==> src/trm_pkg.sv <==
// Package for the tagged receive matcher.
// Holds the queue geometry, operation and status codes, and the structs
// passed between the top level and the matcher cells. No dependencies.
package trm_pkg;

    localparam int QUEUE_DEPTH = 64;
    localparam int IDX_W       = $clog2(QUEUE_DEPTH);
    localparam int SRC_W       = 16;
    localparam int SEQ_W       = 32;

    typedef enum logic [1:0] {
        OP_POST   = 2'd0,
        OP_MATCH  = 2'd1,
        OP_CANCEL = 2'd2,
        OP_PEEK   = 2'd3
    } t_op;

    typedef enum logic [2:0] {
        ST_POSTED     = 3'd0,
        ST_FULL       = 3'd1,
        ST_MATCHED    = 3'd2,
        ST_NO_MATCH   = 3'd3,
        ST_CANCELLED  = 3'd4,
        ST_NOT_FOUND  = 3'd5,
        ST_NO_MESSAGE = 3'd6
    } t_status;

    typedef enum logic [1:0] {
        S_IDLE,
        S_SCAN,
        S_OUT
    } t_state;

    // Operation broadcast to every cell while a scan runs.
    typedef struct packed {
        t_op               op;
        logic              directed;
        logic [63:0]       tag;
        logic [63:0]       ignore_mask;
        logic [SRC_W-1:0]  source;
        logic              source_any;
        logic [31:0]       context_id;
        logic [63:0]       buffer_address;
        logic [31:0]       buffer_length;
        logic [SEQ_W-1:0]  next_seq;
    } t_query;

    // Best candidate handed from cell to cell. For a post, found means a
    // free slot has already been taken further up the chain.
    typedef struct packed {
        logic              found;
        logic [SEQ_W-1:0]  age;
        logic [IDX_W-1:0]  idx;
        logic [31:0]       context_id;
        logic [63:0]       tag;
        logic [63:0]       buffer_address;
        logic [31:0]       buffer_length;
    } t_cand;

endpackage

==> src/trm_cell.sv <==
// One queue slot of the tagged receive matcher with its compare logic.
// Depends on trm_pkg; instantiated in a chain by the top level.
module trm_cell (
    input  logic                      i_clk,
    input  logic                      i_rst_n,
    input  logic [trm_pkg::IDX_W-1:0] i_idx,
    input  trm_pkg::t_query           i_query,
    input  logic                      i_wave,
    input  trm_pkg::t_cand            i_cand,
    input  logic                      i_remove,
    input  logic [trm_pkg::IDX_W-1:0] i_remove_idx,
    output logic                      o_wave,
    output trm_pkg::t_cand            o_cand
);

    logic                        r_valid;
    logic [63:0]                 r_tag;
    logic [63:0]                 r_ignore;
    logic [trm_pkg::SRC_W-1:0]   r_source;
    logic                        r_source_any;
    logic [31:0]                 r_context;
    logic [63:0]                 r_buffer_address;
    logic [31:0]                 r_buffer_length;
    logic [trm_pkg::SEQ_W-1:0]   r_seq;
    logic                        r_wave;
    trm_pkg::t_cand              r_cand;
    trm_pkg::t_cand              n_cand;
    logic [trm_pkg::SEQ_W-1:0]   w_age;
    logic                        w_hit;
    logic                        w_take;
    logic                        w_write;

    // Age relative to the next sequence number, modulo the counter width.
    assign w_age = i_query.next_seq - r_seq;

    // Hit for match or cancel against this slot.
    always_comb begin
        w_hit = 1'b0;
        case (i_query.op)
            trm_pkg::OP_MATCH: begin
                w_hit = r_valid
                    && ((r_tag | r_ignore) == (i_query.tag | r_ignore))
                    && (!i_query.directed || r_source_any || (r_source == i_query.source));
            end
            trm_pkg::OP_CANCEL: begin
                w_hit = r_valid && (r_context == i_query.context_id);
            end
            default: begin
                w_hit = 1'b0;
            end
        endcase
    end

    assign w_take  = w_hit && (!i_cand.found || (w_age > i_cand.age));
    assign w_write = i_wave && (i_query.op == trm_pkg::OP_POST)
                     && !r_valid && !i_cand.found;

    // Candidate update: a post claims the first free slot, match and cancel
    // keep the strictly oldest hit.
    always_comb begin
        n_cand = i_cand;
        if (i_query.op == trm_pkg::OP_POST) begin
            if (!r_valid) begin
                n_cand.found = 1'b1;
            end
        end else if (w_take) begin
            n_cand.found          = 1'b1;
            n_cand.age            = w_age;
            n_cand.idx            = i_idx;
            n_cand.context_id     = r_context;
            n_cand.tag            = r_tag;
            n_cand.buffer_address = r_buffer_address;
            n_cand.buffer_length  = r_buffer_length;
        end
    end

    // Slot valid flag and scan pulse.
    always_ff @(posedge i_clk) begin
        if (!i_rst_n) begin
            r_valid <= 1'b0;
            r_wave  <= 1'b0;
        end else begin
            r_wave <= i_wave;
            if (w_write) begin
                r_valid <= 1'b1;
            end else if (i_remove && (i_remove_idx == i_idx)) begin
                r_valid <= 1'b0;
            end
        end
    end

    // Slot payload, written by a post that lands here.
    always_ff @(posedge i_clk) begin
        r_cand <= n_cand;
        if (w_write) begin
            r_tag            <= i_query.tag;
            r_ignore         <= i_query.ignore_mask;
            r_source         <= i_query.source;
            r_source_any     <= i_query.source_any;
            r_context        <= i_query.context_id;
            r_buffer_address <= i_query.buffer_address;
            r_buffer_length  <= i_query.buffer_length;
            r_seq            <= i_query.next_seq;
        end
    end

    assign o_wave = r_wave;
    assign o_cand = r_cand;

endmodule

==> config.mk <==
export PLATFORM = sky130hd
export DESIGN_NAME = trm_cell
export DESIGN_NICKNAME = d
export VERILOG_FILES = /design/src/trm_pkg.sv /design/src/trm_cell.sv
export SDC_FILE = /design/constraint.sdc
export NUM_CORES = 1
export LEC_CHECK = 0
export ABC_AREA = 1
export BUFFER_PORTS_ARGS = -buffer_cell sky130_fd_sc_hd__clkbuf_2
export CORE_AREA = 2 2 302 304
export DETAILED_ROUTE_END_ITERATION = 8
export DIE_AREA = 0 0 304 306
export PLACE_DENSITY = 0.51
export SETUP_SLACK_MARGIN = 0.02
export SYNTH_ARGS = -nofsm -noshare
export SYNTH_HDL_FRONTEND = slang
export SYNTH_SLANG_ARGS = --single-unit
==> constraint.sdc <==
create_clock -name i_clk -period 7 [get_ports i_clk]
set_clock_uncertainty 0.05 [all_clocks]
set_input_delay 0.7 -clock i_clk [delete_from_list [all_inputs] [get_ports i_clk]]
set_output_delay 0.7 -clock i_clk [all_outputs]
set_load 0.02 [all_outputs]
==> flow_metrics.env <==
export IMPL_synth_top_flop_cell="edfxtp_1"
export IMPL_groute_usage_overall_pct=18.3
export IMPL_synth_edf_count=305
export IMPL_swShare_pct=25.4
export IMPL_hold_class="in -> reg"
export IMPL_seqPwrFrac_pct=44.9
export IMPL_grt_ovfl_total=0
export IMPL_start_util_pct=25.9
export IMPL_async_reset_ff_share_pct=0
export IMPL_cts_tree="built"
export IMPL_drtIter0Drc=1402
export IMPL_mostFrequentLayoutCell="nand2_1"
export IMPL_p_clk_share_pct=44.7
export IMPL_irDropWorstVdd_mv=0.158
export IMPL_cp_depth=22
export IMPL_crit_required_ns=7.40
export IMPL_whs_ns=0.222
export IMPL_synth_area_leaders="edfxtp_1 (39%), dfxtp_1 (20%), nand2_1 (14%)"
export IMPL_maxCapViolCount=0
export IMPL_end_kind="flip-flop"
export IMPL_syn_area_um2=23200
export IMPL_syn_to_final_growth_pct=31.9
export IMPL_antenna_found_initial=17
export IMPL_path_common_cell="nand2_1"
export IMPL_yosysTopAreaCell="edfxtp_1"
export IMPL_worstPathMaxFanout=104
export IMPL_nFillCells=9456
export IMPL_power_density_nw_per_um2=255
export IMPL_cts_hold_buf=0
export IMPL_regArea_um2=13800
export IMPL_p_sw_mw=1.98
export IMPL_drive_above_1_share_pct=27.0
export IMPL_cts_buffers_inserted=67
export IMPL_wl_per_cell_um=19.3
export IMPL_portBuffers=786
export IMPL_finalHoldViolCount=0
export IMPL_cts_sinks=538
export IMPL_synth_cells=2543
export IMPL_max_freq_mhz=192
export IMPL_antenna_left=0
export IMPL_cts_resized_gates=0
export IMPL_path_class="reg -> reg"
export IMPL_r2r_cells=22
export IMPL_grt_max_degree=149
export IMPL_gp_congestion=0.885
export IMPL_cts_setup_buffers=0
export IMPL_die_area_um2=93000
export IMPL_finalWirelength_mm=87.9
export IMPL_ys_ff_latch=538
export IMPL_vias=19900
export IMPL_vias_per_cell=4.36
export IMPL_path_clk_slew_ns=0.06
export IMPL_tightest_slew_ns=1.17
export IMPL_die_y_um=306
export IMPL_grt_pass1_vias=19400
export IMPL_h_tree_depth=3
export IMPL_synth_distinct_cells=32
export IMPL_synth_warning_count=0
export IMPL_setup_viol=0
export IMPL_path_cells="ha_1 > fa_1 > o21ai_0 > nand2_1 > nand2_1 > nand2_1 > nand2_1 > nand2_1 > nand3_1 > nand2_1 > ha_1 > nand2_1 > nor3_1 > and3_1 > nand2_1 > nand2_1 > nand2_1 > nand2_4 > nand3_4 > buf_12 > nand2_1 > nand2_1"
export IMPL_worst_ep_arrival_time_ns=5.61
export IMPL_hpwlAfterDp_mm=67.1
export IMPL_p_comb_share_pct=10.4
export IMPL_syn_num_nets=3165
export IMPL_grt_setup_unrepaired="no"
export IMPL_coreArea_um2=89600
export IMPL_layout_common_cells="nand2_1 (887), clkbuf_2 (786), inv_1 (330)"
export IMPL_grt_pass1_wl_mm=127
export IMPL_clockBufferDepth=3
export IMPL_die_x_um=304
export IMPL_avgSynthCellArea_um2=9.13
export IMPL_leakagePower_nw=15.1
export IMPL_max_slew_margin_rel_pct=22.0
export IMPL_yosysSeqAreaShare_pct=59.5
export IMPL_start_kind="flip-flop"
export IMPL_setup_tns_ns=0
export IMPL_ios=787
export IMPL_cp_slowest_stage_delay_ns=0.63
export IMPL_cts_root_buffer="clkbuf_16"
export IMPL_crit_buf_inv=1
export IMPL_num_rows=110
export IMPL_synth_top_area_share_pct=39.5
export IMPL_cp_slowest_cell="o21ai_0"
export IMPL_multi_input_area_um2=7700
export IMPL_drc=0
export IMPL_fin_crit_ns=5.21
export IMPL_status="completed"
export IMPL_finalCritPeriodShare_pct=74.4
export IMPL_clk_insertion_delay_late_ns=0.60
export IMPL_worstHoldPathCells=1
export IMPL_internal_power_mw=5.82
export IMPL_first_pass_iters=6
export IMPL_path_delay_family="simple AND/OR/NAND/NOR gates"
export IMPL_slew_violations=0
export IMPL_finalNetCount=3933
-- metal layers --
layer  track usage (%)  wire [um]
met1              22.6      36700
met2              30.8      42700
met3              4.78       6190
met4              6.21       2270
met5                 0         58
-- registers in the layout, indices dropped and copies added (netlist names), 16 cells and up --
| signal | flops |
|---|---|
| r_source | 16 |
| r_context | 32 |
| r_seq | 32 |
| r_tag | 64 |
| r_buffer_address | 64 |
| r_ignore | 64 |
| r_buffer_length | 32 |
| o_cand | 231 |
-- synth_stat cells (2+ instances only) --
cell type  number
nand2_1       888
inv_1         331
edfxtp_1      305
nand4_1       255
dfxtp_1       233
nor2_1        138
ha_1           66
nand3_1        58
buf_2          55
a21oi_1        46
clkbuf_1       35
nand3b_1       23
o21ai_0        23
xor2_1         21
nor3_1         12
xnor2_1        12
buf_4          10
o21bai_1        6
or2_2           6
a21o_1          3
nor4_1          3
o22ai_1         3
o21a_1          2
-- through the flow --
step           cell area, um2  std cells  worst slack, ns  power [mW]  utilization [%]
2_1_floorplan           23200       2543            0.887        3.97                -
3_3_place_gp            28400       4418             1.52        4.37             31.7
3_5_place_dp            28400       4418             1.41        4.38             31.7
4_1_cts                 30600       4542             1.90        7.91             34.1
5_1_grt                 30600       4553             1.44        8.12             34.2
6_report                30600       4554             1.79        7.80             34.2
-- logic make-up after synthesis --
kind of cell / count (synthesis) / synth area share (%)
simple gates: 1388 / 26.1
compound gates: 86 / 2.03
flops: 538 / 59.5
buf+inv: 431 / 7.43
xor+xnor: 33 / 1.24
fa+ha+maj: 67 / 3.64
-- cell type report --
| type | instances | share of cell area [%] |
|---|---|---|
| antenna | 12 | 0.0981 |
| tap | 1176 | 4.80 |
| sequential | 538 | 45.1 |
| clock inverter | 27 | 0.854 |
| multi-input combinational | 1574 | 25.2 |
| inverter | 331 | 4.07 |
| timing repair buffer | 799 | 13.5 |
| clock buffer | 97 | 6.39 |
-- worst paths after layout --
| check | slack (ns) | start | end |
|---|---|---|---|
| setup / recovery | 1.79 | r_seq[0]$_DFFE_PP_ | o_cand[81]$_DFF_P_ |
| setup reg to reg | 1.79 | r_seq[0]$_DFFE_PP_ | o_cand[81]$_DFF_P_ |
| hold / removal | 0.22 | i_query[58] | r_buffer_length[26]$_DFFE_PP_ |
| hold reg to reg | 0.43 | r_buffer_address[38]$_DFFE_PP_ | o_cand[70]$_DFF_P_ |
-- power by group through the flow --
stage / Clock (mW) / Sequential, mW / Combinational, mW
after floorplan: 0 / 3.64 / 0.331
after global placement: 0 / 3.56 / 0.810
after detailed placement: 0 / 3.56 / 0.816
after CTS: 3.59 / 3.50 / 0.820
after global routing: 3.71 / 3.50 / 0.902
final: 3.49 / 3.50 / 0.812
Note: power is estimated with default switching activity, not from simulation.
